--- src/hdl/fasc_pkg.sv ---
// Shared types, constants and helper functions for the fuzzy ABS slip controller.
// No dependencies; every other file in hdl/ imports this package.
package fasc_pkg;

  typedef struct packed {
    logic               pedal_pressed;
    logic [11:0]        wheel_speed;
    logic signed [15:0] vehicle_accel;
  } in_t;

  typedef struct packed {
    logic signed [10:0] control_signal;
    logic               speed_fault;
  } out_t;

  typedef logic [9:0] tgt_t;

  localparam tgt_t               SLIP_TARGET_RESET = 10'd150;
  localparam logic signed [10:0] IDLE_DRIVE        = -11'sd1000;
  localparam logic [10:0]        SLIP_LIMIT        = 11'd2000;
  localparam logic [10:0]        OUT_LIMIT         = 11'd1000;
  localparam logic [7:0]         WHEEL_RADIUS      = 8'd250;

  // Divider geometry: 40-bit dividend, 32-bit divisor, one quotient bit per cycle.
  localparam int DIV_W = 40;
  localparam int DVS_W = 32;
  localparam int CNT_W = $clog2(DIV_W);

  // sum*20/1000 == sum/50: floor(n/50) == (n * V_RECIP) >> 36 for all n <= 2^31.
  localparam logic [30:0] V_RECIP       = 31'd1374389535;
  localparam int          V_RECIP_SHIFT = 36;
  // floor(n/20) == (n * RATE_RECIP) >> 18 for all n < 2^12.
  localparam logic [13:0] RATE_RECIP       = 14'd13108;
  localparam int          RATE_RECIP_SHIFT = 18;

  // floor(n/125) == (n * RECIP) >> 34 for all n < 2^27.
  localparam logic [27:0] RECIP       = 28'd137438954;
  localparam int          RECIP_SHIFT = 34;

  localparam logic [2:0] SET_LAST = 3'd6;

  localparam logic signed [10:0] RULE_TAB [7][7] = '{
    '{11'sd1000, 11'sd1000, 11'sd1000, 11'sd1000, 11'sd667, 11'sd333, 11'sd0},
    '{11'sd1000, 11'sd1000, 11'sd1000, 11'sd667, 11'sd667, 11'sd0, -11'sd333},
    '{11'sd1000, 11'sd667, 11'sd667, 11'sd333, 11'sd0, -11'sd333, -11'sd667},
    '{11'sd1000, 11'sd667, 11'sd333, 11'sd0, -11'sd333, -11'sd667, -11'sd1000},
    '{11'sd667, 11'sd333, 11'sd0, -11'sd333, -11'sd667, -11'sd667, -11'sd1000},
    '{11'sd333, 11'sd0, -11'sd667, -11'sd667, -11'sd1000, -11'sd1000, -11'sd1000},
    '{11'sd0, -11'sd333, -11'sd667, -11'sd1000, -11'sd1000, -11'sd1000, -11'sd1000}
  };

  typedef enum logic [1:0] {
    DS_V    = 2'd0,
    DS_SLIP = 2'd1,
    DS_RATE = 2'd2
  } div_sel_t;

  typedef enum logic [3:0] {
    ST_IDLE  = 4'd0,
    ST_REL   = 4'd1,
    ST_ACC   = 4'd2,
    ST_VGO   = 4'd3,
    ST_VWAIT = 4'd4,
    ST_VCHK  = 4'd5,
    ST_SWAIT = 4'd6,
    ST_RGO   = 4'd7,
    ST_RWAIT = 4'd8,
    ST_RULES = 4'd9,
    ST_DRAIN = 4'd10,
    ST_FIN1  = 4'd11,
    ST_FIN2  = 4'd12,
    ST_DONE  = 4'd13
  } st_t;

  typedef struct packed {
    logic     in_take;
    logic     rel_upd;
    logic     acc_upd;
    logic     div_start;
    logic     cq_take;
    div_sel_t div_sel;
    logic     v_take;
    logic     slip_take;
    logic     slip_zero;
    logic     err_take;
    logic     rate_take;
    logic     rule_issue;
    logic     fin_recip;
    logic     res_take;
    logic     out_load;
  } cmd_t;

  typedef struct packed {
    logic div_done;
    logic v_pos;
    logic rule_last;
    logic pipe_busy;
  } sts_t;

  // Triangular membership degree (0..1000) of set NB..PB; set codes above PB act as PB.
  function automatic logic [9:0] degree(input logic [2:0] set_i, input logic signed [12:0] x);
    logic signed [15:0] xs;
    logic signed [15:0] r;
    xs = {{3{x[12]}}, x};
    r  = 16'sd0;
    case (set_i)
      3'd0: begin
        if (xs <= -16'sd1000) r = 16'sd1000;
        else if (xs < -16'sd500) r = -(16'sd2 * xs) - 16'sd1000;
      end
      3'd1: begin
        if (xs <= -16'sd1000) r = 16'sd0;
        else if (xs <= -16'sd500) r = 16'sd2 * xs + 16'sd2000;
        else if (xs < -16'sd250) r = -(16'sd4 * xs) - 16'sd1000;
      end
      3'd2: begin
        if (xs <= -16'sd500) r = 16'sd0;
        else if (xs <= -16'sd250) r = 16'sd4 * xs + 16'sd2000;
        else if (xs < 16'sd0) r = -(16'sd4 * xs);
      end
      3'd3: begin
        if (xs <= -16'sd250) r = 16'sd0;
        else if (xs <= 16'sd0) r = 16'sd4 * xs + 16'sd1000;
        else if (xs < 16'sd250) r = -(16'sd4 * xs) + 16'sd1000;
      end
      3'd4: begin
        if (xs <= 16'sd0) r = 16'sd0;
        else if (xs <= 16'sd250) r = 16'sd4 * xs;
        else if (xs < 16'sd500) r = -(16'sd4 * xs) + 16'sd2000;
      end
      3'd5: begin
        if (xs <= 16'sd250) r = 16'sd0;
        else if (xs <= 16'sd500) r = 16'sd4 * xs - 16'sd1000;
        else if (xs < 16'sd1000) r = -(16'sd2 * xs) + 16'sd2000;
      end
      default: begin
        if (xs <= 16'sd500) r = 16'sd0;
        else if (xs < 16'sd1000) r = 16'sd2 * xs - 16'sd1000;
        else r = 16'sd1000;
      end
    endcase
    return r[9:0];
  endfunction

endpackage

--- src/hdl/fasc_div.sv ---
// Bit-serial restoring divider for unsigned magnitudes, one quotient bit a cycle.
// Depends on fasc_pkg for the operand widths.
module fasc_div (
  input  logic                      clk,
  input  logic                      rst_n,
  input  logic                      start,
  input  logic [fasc_pkg::DIV_W-1:0] dividend,
  input  logic [fasc_pkg::DVS_W-1:0] divisor,
  output logic                      done,
  output logic [fasc_pkg::DIV_W-1:0] quotient
);
  import fasc_pkg::*;

  logic             busy_r, busy_nxt;
  logic             done_r, done_nxt;
  logic [CNT_W-1:0] cnt_r, cnt_nxt;
  logic [DVS_W-1:0] rem_r, rem_nxt;
  logic [DIV_W-1:0] quo_r, quo_nxt;
  logic [DVS_W-1:0] dvs_r, dvs_nxt;
  logic [DVS_W:0]   trial;

  assign trial = {rem_r, quo_r[DIV_W-1]};

  always_comb begin
    busy_nxt = busy_r;
    done_nxt = 1'b0;
    cnt_nxt  = cnt_r;
    rem_nxt  = rem_r;
    quo_nxt  = quo_r;
    dvs_nxt  = dvs_r;
    if (start) begin
      busy_nxt = 1'b1;
      cnt_nxt  = '0;
      rem_nxt  = '0;
      quo_nxt  = dividend;
      dvs_nxt  = divisor;
    end else if (busy_r) begin
      if (trial >= {1'b0, dvs_r}) begin
        rem_nxt = DVS_W'(trial - {1'b0, dvs_r});
        quo_nxt = {quo_r[DIV_W-2:0], 1'b1};
      end else begin
        rem_nxt = trial[DVS_W-1:0];
        quo_nxt = {quo_r[DIV_W-2:0], 1'b0};
      end
      cnt_nxt = cnt_r + 1'b1;
      if (cnt_r == CNT_W'(DIV_W - 1)) begin
        busy_nxt = 1'b0;
        done_nxt = 1'b1;
      end
    end
  end

  always_ff @(posedge clk) begin
    if (!rst_n) begin
      busy_r <= 1'b0;
      done_r <= 1'b0;
      cnt_r  <= '0;
    end else begin
      busy_r <= busy_nxt;
      done_r <= done_nxt;
      cnt_r  <= cnt_nxt;
    end
    rem_r <= rem_nxt;
    quo_r <= quo_nxt;
    dvs_r <= dvs_nxt;
  end

  assign done     = done_r;
  assign quotient = quo_r;

endmodule

--- src/hdl/fasc_dp.sv ---
// Datapath: tick state, slip divider, 49-rule product pipeline and result registers.
// Depends on fasc_pkg and fasc_div; driven by fasc_ctrl through cmd_t / sts_t.
module fasc_dp (
  input  logic           clk,
  input  logic           rst_n,
  input  fasc_pkg::in_t  in_data,
  input  logic           cfg_we,
  input  fasc_pkg::tgt_t cfg_wdata,
  input  fasc_pkg::cmd_t cmd,
  output fasc_pkg::sts_t sts,
  output fasc_pkg::out_t out_data
);
  import fasc_pkg::*;

  // tick state
  in_t                in_r, in_nxt;
  tgt_t               tgt_r, tgt_nxt;
  logic [19:0]        sab_r, sab_nxt;
  logic signed [31:0] acc_r, acc_nxt;
  logic signed [11:0] last_r, last_nxt;
  logic signed [27:0] v_r, v_nxt;
  logic signed [11:0] slip_r, slip_nxt;
  logic               fault_r, fault_nxt;
  logic signed [12:0] err_r, err_nxt;
  logic signed [8:0]  rate_r, rate_nxt;
  logic               neg_r, neg_nxt;
  logic [26:0]        cq_r, cq_nxt;
  // rule pipeline
  logic [2:0]         ri_r, ri_nxt, rj_r, rj_nxt;
  logic               s1_r, s1_nxt, s2_r, s2_nxt, s3_r, s3_nxt;
  logic [19:0]        p1_r, p1_nxt;
  logic signed [10:0] tab1_r, tab1_nxt;
  logic [29:0]        mag2_r, mag2_nxt;
  logic               neg2_r, neg2_nxt;
  logic [20:0]        q3_r, q3_nxt;
  logic               neg3_r, neg3_nxt;
  logic signed [21:0] num_r, num_nxt;
  out_t               res_r, res_nxt;
  out_t               out_r, out_nxt;

  // combinational helpers
  logic [DIV_W-1:0]   dvd;
  logic [DVS_W-1:0]   dvs;
  logic               dneg;
  logic               div_done;
  logic [DIV_W-1:0]   quo;
  logic [19:0]        sab_w;
  logic signed [32:0] acc_sum;
  logic [31:0]        acc_mag;
  logic [62:0]        vprod;
  logic signed [28:0] sd;
  logic signed [38:0] snum;
  logic [38:0]        snum_mag;
  logic signed [12:0] rdiff;
  logic [11:0]        rdiff_mag;
  logic [25:0]        rtprod;
  logic signed [27:0] vq;
  logic [10:0]        ssat;
  logic [31:0]        prod2;
  logic [29:0]        rsrc;
  logic               rneg;
  logic [54:0]        rprod;
  logic [21:0]        num_mag;
  logic [10:0]        rq;

  assign sab_w    = 20'(in_r.wheel_speed * WHEEL_RADIUS);
  assign acc_sum  = {acc_r[31], acc_r} + {{17{in_r.vehicle_accel[15]}}, in_r.vehicle_accel};
  assign acc_mag  = acc_r[31] ? (~acc_r + 32'd1) : acc_r;
  assign vprod    = acc_mag * V_RECIP;
  assign sd       = {v_r[27], v_r} - {9'b0, sab_w};
  assign snum     = {{10{sd[28]}}, sd} * 39'sd1000;
  assign snum_mag = snum[38] ? (~snum + 39'd1) : snum;
  assign rdiff    = {slip_r[11], slip_r} - {last_r[11], last_r};
  assign rdiff_mag = rdiff[12] ? 12'(~rdiff + 13'd1) : rdiff[11:0];
  assign rtprod   = rdiff_mag * RATE_RECIP;
  assign num_mag  = num_r[21] ? (~num_r + 22'd1) : num_r;

  // only the slip division is variable; speed and rate use reciprocals
  assign dvd = DIV_W'(snum_mag);
  assign dvs = DVS_W'(v_r[26:0]);

  always_comb begin
    case (cmd.div_sel)
      DS_V:    dneg = acc_r[31];
      DS_SLIP: dneg = snum[38];
      DS_RATE: dneg = rdiff[12];
      default: dneg = 1'b0;
    endcase
  end

  fasc_div u_div (
    .clk      (clk),
    .rst_n    (rst_n),
    .start    (cmd.div_start),
    .dividend (dvd),
    .divisor  (dvs),
    .done     (div_done),
    .quotient (quo)
  );

  assign vq    = neg_r ? -{1'b0, cq_r} : {1'b0, cq_r};
  assign ssat  = (quo > DIV_W'(SLIP_LIMIT)) ? SLIP_LIMIT : quo[10:0];
  assign prod2 = {12'b0, p1_r} * {{21{tab1_r[10]}}, tab1_r};
  assign rsrc  = cmd.fin_recip ? 30'(num_mag) : mag2_r;
  assign rneg  = cmd.fin_recip ? num_r[21] : neg2_r;
  assign rprod = rsrc[29:3] * RECIP;
  assign rq    = (q3_r > 21'(OUT_LIMIT)) ? OUT_LIMIT : q3_r[10:0];

  always_comb begin
    in_nxt    = in_r;
    tgt_nxt   = tgt_r;
    sab_nxt   = sab_r;
    acc_nxt   = acc_r;
    last_nxt  = last_r;
    v_nxt     = v_r;
    slip_nxt  = slip_r;
    fault_nxt = fault_r;
    err_nxt   = err_r;
    rate_nxt  = rate_r;
    neg_nxt   = neg_r;
    cq_nxt    = cq_r;
    ri_nxt    = ri_r;
    rj_nxt    = rj_r;
    num_nxt   = num_r;
    res_nxt   = res_r;
    out_nxt   = out_r;

    if (cfg_we) tgt_nxt = cfg_wdata;
    if (cmd.in_take) in_nxt = in_data;
    if (cmd.rel_upd) begin
      sab_nxt  = sab_w;
      acc_nxt  = 32'(in_r.vehicle_accel);
      last_nxt = '0;
      res_nxt.control_signal = IDLE_DRIVE;
      res_nxt.speed_fault    = 1'b0;
    end
    if (cmd.acc_upd) begin
      if (acc_sum > 33'sh0_7FFF_FFFF) acc_nxt = 32'sh7FFF_FFFF;
      else if (acc_sum < -33'sh0_8000_0000) acc_nxt = 32'sh8000_0000;
      else acc_nxt = acc_sum[31:0];
    end
    if (cmd.div_start || cmd.cq_take) neg_nxt = dneg;
    if (cmd.cq_take) begin
      if (cmd.div_sel == DS_RATE)
        cq_nxt = {19'b0, rtprod[25:RATE_RECIP_SHIFT]};
      else
        cq_nxt = vprod[62:V_RECIP_SHIFT];
    end
    if (cmd.v_take) v_nxt = vq + {8'b0, sab_r};
    if (cmd.slip_take) begin
      slip_nxt  = neg_r ? -{1'b0, ssat} : {1'b0, ssat};
      fault_nxt = 1'b0;
    end
    if (cmd.slip_zero) begin
      slip_nxt  = '0;
      fault_nxt = 1'b1;
    end
    if (cmd.err_take) err_nxt = {slip_r[11], slip_r} - {3'b0, tgt_r};
    if (cmd.rate_take) begin
      rate_nxt = neg_r ? -{1'b0, cq_r[7:0]} : {1'b0, cq_r[7:0]};
      last_nxt = slip_r;
      ri_nxt   = '0;
      rj_nxt   = '0;
      num_nxt  = '0;
    end
    if (cmd.rule_issue) begin
      if (rj_r == SET_LAST) begin
        rj_nxt = '0;
        ri_nxt = ri_r + 3'd1;
      end else begin
        rj_nxt = rj_r + 3'd1;
      end
    end
    if (s3_r) num_nxt = num_r + (neg3_r ? -22'(q3_r) : 22'(q3_r));
    if (cmd.res_take) begin
      res_nxt.control_signal = neg3_r ? -{1'b0, rq[9:0]} : {1'b0, rq[9:0]};
      res_nxt.speed_fault    = fault_r;
    end
    if (cmd.out_load) out_nxt = res_r;
  end

  // product pipeline: degrees -> x table -> /1000 -> accumulate
  always_comb begin
    s1_nxt   = cmd.rule_issue;
    p1_nxt   = degree(ri_r, err_r) * degree(rj_r, {{4{rate_r[8]}}, rate_r});
    tab1_nxt = RULE_TAB[ri_r][rj_r];
    s2_nxt   = s1_r;
    neg2_nxt = prod2[31];
    mag2_nxt = prod2[31] ? 30'(~prod2 + 32'd1) : prod2[29:0];
    s3_nxt   = s2_r;
    q3_nxt   = rprod[54:RECIP_SHIFT];
    neg3_nxt = rneg;
  end

  always_ff @(posedge clk) begin
    if (!rst_n) begin
      tgt_r  <= SLIP_TARGET_RESET;
      sab_r  <= '0;
      acc_r  <= '0;
      last_r <= '0;
      s1_r   <= 1'b0;
      s2_r   <= 1'b0;
      s3_r   <= 1'b0;
    end else begin
      tgt_r  <= tgt_nxt;
      sab_r  <= sab_nxt;
      acc_r  <= acc_nxt;
      last_r <= last_nxt;
      s1_r   <= s1_nxt;
      s2_r   <= s2_nxt;
      s3_r   <= s3_nxt;
    end
    in_r    <= in_nxt;
    v_r     <= v_nxt;
    slip_r  <= slip_nxt;
    fault_r <= fault_nxt;
    err_r   <= err_nxt;
    rate_r  <= rate_nxt;
    neg_r   <= neg_nxt;
    cq_r    <= cq_nxt;
    ri_r    <= ri_nxt;
    rj_r    <= rj_nxt;
    p1_r    <= p1_nxt;
    tab1_r  <= tab1_nxt;
    mag2_r  <= mag2_nxt;
    neg2_r  <= neg2_nxt;
    q3_r    <= q3_nxt;
    neg3_r  <= neg3_nxt;
    num_r   <= num_nxt;
    res_r   <= res_nxt;
    out_r   <= out_nxt;
  end

  assign sts.div_done  = div_done;
  assign sts.v_pos     = !v_r[27] && (v_r != '0);
  assign sts.rule_last = (ri_r == SET_LAST) && (rj_r == SET_LAST);
  assign sts.pipe_busy = s1_r || s2_r || s3_r;
  assign out_data      = out_r;

endmodule

--- src/hdl/fasc_ctrl.sv ---
// Sequencer for one tick: accumulate, three divisions, rule pass, result hand-off.
// Depends on fasc_pkg; commands fasc_dp and owns both handshakes.
module fasc_ctrl (
  input  logic           clk,
  input  logic           rst_n,
  input  logic           in_valid,
  input  logic           in_pedal,
  output logic           in_stall,
  output logic           out_valid,
  input  logic           out_stall,
  input  fasc_pkg::sts_t sts,
  output fasc_pkg::cmd_t cmd
);
  import fasc_pkg::*;

  st_t  st_r, st_nxt;
  logic ov_r, ov_nxt;
  logic slot_free;

  assign slot_free = !ov_r || !out_stall;

  always_comb begin
    st_nxt = st_r;
    unique case (st_r)
      ST_IDLE:  if (in_valid) st_nxt = in_pedal ? ST_ACC : ST_REL;
      ST_REL:   st_nxt = ST_DONE;
      ST_ACC:   st_nxt = ST_VGO;
      ST_VGO:   st_nxt = ST_VWAIT;
      ST_VWAIT: st_nxt = ST_VCHK;
      ST_VCHK:  st_nxt = sts.v_pos ? ST_SWAIT : ST_RGO;
      ST_SWAIT: if (sts.div_done) st_nxt = ST_RGO;
      ST_RGO:   st_nxt = ST_RWAIT;
      ST_RWAIT: st_nxt = ST_RULES;
      ST_RULES: if (sts.rule_last) st_nxt = ST_DRAIN;
      ST_DRAIN: if (!sts.pipe_busy) st_nxt = ST_FIN1;
      ST_FIN1:  st_nxt = ST_FIN2;
      ST_FIN2:  st_nxt = ST_DONE;
      ST_DONE:  if (slot_free) st_nxt = ST_IDLE;
      default:  st_nxt = ST_IDLE;
    endcase
  end

  always_comb begin
    cmd         = '0;
    cmd.div_sel = DS_V;
    unique case (st_r)
      ST_IDLE:  cmd.in_take = in_valid;
      ST_REL:   cmd.rel_upd = 1'b1;
      ST_ACC:   cmd.acc_upd = 1'b1;
      ST_VGO:   cmd.cq_take = 1'b1;
      ST_VWAIT: cmd.v_take = 1'b1;
      ST_VCHK: begin
        cmd.div_sel   = DS_SLIP;
        cmd.div_start = sts.v_pos;
        cmd.slip_zero = !sts.v_pos;
      end
      ST_SWAIT: cmd.slip_take = sts.div_done;
      ST_RGO: begin
        cmd.div_sel  = DS_RATE;
        cmd.cq_take  = 1'b1;
        cmd.err_take = 1'b1;
      end
      ST_RWAIT: cmd.rate_take = 1'b1;
      ST_RULES: cmd.rule_issue = 1'b1;
      ST_DRAIN: ;
      ST_FIN1:  cmd.fin_recip = 1'b1;
      ST_FIN2:  cmd.res_take = 1'b1;
      ST_DONE:  cmd.out_load = slot_free;
      default:  ;
    endcase
  end

  always_comb begin
    ov_nxt = ov_r;
    if (cmd.out_load) ov_nxt = 1'b1;
    else if (!out_stall) ov_nxt = 1'b0;
  end

  always_ff @(posedge clk) begin
    if (!rst_n) begin
      st_r <= ST_IDLE;
      ov_r <= 1'b0;
    end else begin
      st_r <= st_nxt;
      ov_r <= ov_nxt;
    end
  end

  assign in_stall  = (st_r != ST_IDLE);
  assign out_valid = ov_r;

endmodule

--- src/hdl/fuzzy_abs_slip_controller.sv ---
// Top level of the fuzzy ABS slip controller: sequencer plus datapath.
// Depends on fasc_pkg, fasc_ctrl, fasc_dp (and fasc_div inside the datapath).
//
//  channel | handshake            | payload           | transfer when
//  --------+----------------------+-------------------+-------------------------
//  in      | in_valid / in_stall  | in_data  (in_t)   | in_valid && !in_stall
//  out     | out_valid / out_stall| out_data (out_t)  | out_valid && !out_stall
//  cfg     | cfg_we               | cfg_wdata (tgt_t) | cfg_we (slip target)
//
// Pedal pressed: the time per item is set by the 40-step bit-serial slip division and
//   the 49-rule pass with its pipeline drain; speed and rate divisions by constants are
//   reciprocal multiplies. Speed zero or below skips the slip division.
// One item in flight; in_stall is high from transfer until the result sits in the
//   output register, which then frees the input side while out_stall holds it.
// Reset (rst_n low, synchronous): sequencer idle, output empty, slip target 150,
//   last slip, brake speed and acceleration sum cleared.
module fuzzy_abs_slip_controller (
  input  logic           clk,
  input  logic           rst_n,
  input  logic           in_valid,
  output logic           in_stall,
  input  fasc_pkg::in_t  in_data,
  output logic           out_valid,
  input  logic           out_stall,
  output fasc_pkg::out_t out_data,
  input  logic           cfg_we,
  input  fasc_pkg::tgt_t cfg_wdata
);
  import fasc_pkg::*;

  cmd_t cmd;   // sequencer -> datapath strobes
  sts_t sts;   // datapath -> sequencer flags

  // Sequencer: walks accumulate, divisions and rule pass; owns both handshakes.
  fasc_ctrl u_ctrl (
    .clk       (clk),
    .rst_n     (rst_n),
    .in_valid  (in_valid),
    .in_pedal  (in_data.pedal_pressed),
    .in_stall  (in_stall),
    .out_valid (out_valid),
    .out_stall (out_stall),
    .sts       (sts),
    .cmd       (cmd)
  );

  // Datapath: holds tick state, the slip divider and the product pipeline.
  fasc_dp u_dp (
    .clk       (clk),
    .rst_n     (rst_n),
    .in_data   (in_data),
    .cfg_we    (cfg_we),
    .cfg_wdata (cfg_wdata),
    .cmd       (cmd),
    .sts       (sts),
    .out_data  (out_data)
  );

endmodule

--- config.mk ---
export PLATFORM = sky130hd
export DESIGN_NAME = fuzzy_abs_slip_controller
export DESIGN_NICKNAME = d
export VERILOG_FILES = /design/src/hdl/fasc_pkg.sv /design/src/hdl/fasc_div.sv /design/src/hdl/fasc_dp.sv /design/src/hdl/fasc_ctrl.sv /design/src/hdl/fuzzy_abs_slip_controller.sv
export SDC_FILE = /design/constraint.sdc
export NUM_CORES = 2
export LEC_CHECK = 0
export BUFFER_PORTS_ARGS = -buffer_cell sky130_fd_sc_hd__buf_2
export CAP_MARGIN = 25
export CORE_ASPECT_RATIO = 0.6
export CORE_MARGIN = 2
export CORE_UTILIZATION = 65
export DETAILED_ROUTE_END_ITERATION = 8
export GPL_ROUTABILITY_DRIVEN = 0
export MAX_ROUTING_LAYER = met4
export PLACE_DENSITY = 0.86
export SYNTH_ARGS = -nofsm -noshare
export SYNTH_HDL_FRONTEND = slang
export SYNTH_SLANG_ARGS = --single-unit
--- constraint.sdc ---
create_clock -name clk -period 15.9 [get_ports clk]
set_input_delay 2.385 -clock clk [delete_from_list [all_inputs] [get_ports clk]]
set_output_delay 2.385 -clock clk [all_outputs]
set_load 0.1 [all_outputs]
==> impl_metrics.csv <==
group,metric,value,unit
sta,hold_viol,0,
clock_network,htree_levels,2,
outcome,status,"finished with violations",
yosys,avgSynthCellArea,9.393,um2
yosys,yosys.area.top_type,"fa_1",
cells_and_area,area_growth,5.210,%
setup_path,arrival,13.55,ns
sta,worstMarginPinSlew,1.203,ns
cells_and_area,register_area,10940,um2
place,dpl_worst_slack,2.799,ns
flow_run,drv_cap,0,
yosys,ys_types,108,
floorplanning,fp-row-count,95,
setup_path,crit_slowest_cell,"xnor2_2",
floorplanning,die_h,265.2,um
cells_and_area,fin_nets,10140,
sta,maxSlewHeadroom,19.54,%
setup_path,setup.worst_path.start_class,"flip-flop",
route,dr.pass1.iters,9,
outcome,violations,"DRC",
clock_network,worstSkewPairLatency,0.64,ns
global_route,overflow,0,
cells_and_area,final_area,77760,um2
clock_network,root_buffer,"clkbuf_16",
sta,fin_crit_sh,83.11,%
place,dpl.hpwl,165300,um
yosys,ys_top_cells_by_area,"fa_1, ha_1, edfxtp_1, inv_1, dfxtp_1",
clock_network,cts_tree,"yes",
cells_and_area,final_common_cell,"inv_1",
yosys,synth_seq_cells,436,
cells_and_area,multi_input_area,56540,um2
clock_network,cts_hold_buf,0,
global_route,grt_antenna_before_repair,4,
yosys,synth_cells,7869,
route,drc,6,
global_route,grt_pass1_vias,60030,
place,io_buffers,57,
cells_and_area,final_cell_mix,"inv_1, ha_1, fa_1",
clock_network,clk_pin_slew,0.07,ns
floorplanning,initial_core_util,65.80,%
sta,drv_slew,0,
cells_and_area,drive_gt1_share,3.713,%
yosys,synth_edf_count,221,
yosys,synth-async-reset-ratio,0,%
sta,final.setup_skew,0.02995,ns
setup_path,worst-path-max-fanout,14,
route,vias_per_cell,6.139,
route,dr_total_vias,57870,
clock_network,postCtsSetupRepairBufs,0,
yosys,synth_top_area_share,26.98,%
floorplanning,die_w,439.3,um
route,postRouteAntennaNets,0,
clock_network,clock_sinks,436,
sta,min_period,13.21,ns
setup_path,required,16.24,ns
yosys,ys_seq_area_share,14.80,%
sta,fmax,75.68,MHz
place,place_area,76060,um2
clock_network,clockBufferDepth,3,
sta,setup_viol,0,
floorplanning,coreArea,112300,um2
setup_path,end_kind,"flip-flop",
global_route,grt_pass1_wl,321300,um
yosys,ys.flop_type,"edfxtp_1",
yosys,syn_area,73910,um2
cells_and_area,num-fill-cells,8017,
yosys,yosysWarningCount,0,
clock_network,cts_resized,0,
global_route,grtUsageTotal,35.87,%
route,wl_per_cell,21.19,um
clock_network,cts_buffers,46,
setup_path,cpPeakStageDelay,0.77,ns
sta,fin_setup_tns,0,ns
floorplanning,die_area,116500,um2
hold_path,hold_path.class,"reg2reg",
global_route,grt_max_degree,90,
sta,finalWorstSetupSlack,2.686,ns
floorplanning,pin_count,58,
sta,rsz0062_at_grt,"no",
sta,hold_ws,0.4208,ns
setup_path,crit_type,"reg2reg",
route,wl,199700,um
route,drt_iter0_markers,6512,
cells in the mapped netlist, types with 13 or more instances:
cell	number
buf_1	13
or2_2	18
o31a_1	14
o21ai_0	317
clkbuf_1	168
a211oi_1	44
xor2_1	190
a21o_1	135
xnor2_1	332
nor2b_1	91
mux2i_1	35
and3_1	47
a221o_1	20
o31ai_1	45
o41ai_1	21
nand2b_1	80
and2_1	96
o211ai_1	36
o22ai_1	23
edfxtp_1	221
or4_1	16
nor3b_1	14
or3_1	37
a21oi_1	347
o21bai_1	36
o21ai_1	18
ha_1	1220
nor2_1	360
nor3_1	89
nand4_1	42
o211a_1	13
nor4_1	31
nand3_1	89
inv_1	1540
o21a_1	45
dfxtp_1	215
a31oi_1	36
fa_1	996
nand2_1	545
a21boi_0	28
a22oi_1	21
state kept, by name, indices dropped and copies added, names as in the netlist, 12 cells and up:
register and count:
u_dp.acc_r 32, u_dp.cq_r 27, u_dp.err_r 13, u_dp.in_r 28
u_dp.last_r 12, u_dp.mag2_r 27, u_dp.num_r 22, u_dp.out_data 12
u_dp.p1_r 18, u_dp.q3_r 21, u_dp.res_r 12, u_dp.sab_r 19
u_dp.slip_r 12, u_dp.u_div.dvs_r 27, u_dp.u_div.quotient 40, u_dp.u_div.rem_r 32
u_dp.v_r 28
routing by layer:
| layer | wire, um | vias up | track usage [%] |
|---|---|---|---|
| met4 | 6551 | 0 | 10.14 |
| met2 | 84090 | 3419 | 50.93 |
| li1 | - | 25890 | - |
| met1 | 80580 | 28030 | 48.69 |
| met3 | 28480 | 528 | 12.24 |
| met5 | 0 | - | - |
area by class of cell:
| type | instances | area share, % |
|---|---|---|
| multi-input combinational | 5709 | 72.70 |
| sequential | 436 | 14.07 |
| inverter | 1544 | 7.453 |
| tap | 1503 | 2.418 |
| clock buffer | 56 | 1.623 |
| timing repair buffer | 144 | 1.284 |
| clock inverter | 29 | 0.4328 |
| antenna | 5 | 0.01609 |
worst paths after layout:
kind / from / slack, ns / cells after the start / end
setup reg to reg: u_dp.in_r[21] / 2.69 / 46 / u_dp.u_div.quotient[22]
setup / recovery: u_dp.in_r[21] / 2.69 / 46 / u_dp.u_div.quotient[22]
hold reg to reg: u_dp.res_r[3] / 0.42 / 0 / u_dp.out_data[3]
hold / removal: u_dp.res_r[3] / 0.42 / 0 / u_dp.out_data[3]
stage by stage:
step / cells / utilization (%)
after CTS: 9416 / 69.13
after floorplan: 7876 / -
after detailed placement: 9331 / 67.71
final: 9426 / 69.23
after global routing: 9423 / 69.22
after global placement: 9329 / 67.70
critical path, delay by kind of cell (launching register included):
kind	cells	cell delay (ns)
adder cells (fa/ha/maj)	15	5.99
AO/OA/AOI/OAI	12	2.41
XOR/XNOR	6	2.10
AND/OR/NAND/NOR	6	1.22
buffers and inverters	7	0.73
flip-flops	1	0.44
cells by family (layout without fill, tap and decap cells):
family	count (synthesis)	after routing	synth area share, %
AO/OA/AOI/OAI	1308	1308	11.39
XOR/XNOR	526	526	6.297
flip-flops	436	436	14.80
other	2	14	0.01016
multiplexers	42	42	0.5806
buffers and inverters	1731	1773	8.804
adder cells (fa/ha/maj)	2225	2225	47.76
AND/OR/NAND/NOR	1599	1599	10.36
Power is left out: the tool's default activity adds up to more than one toggle a clock period on the data nets, which glitch-free logic cannot reach.
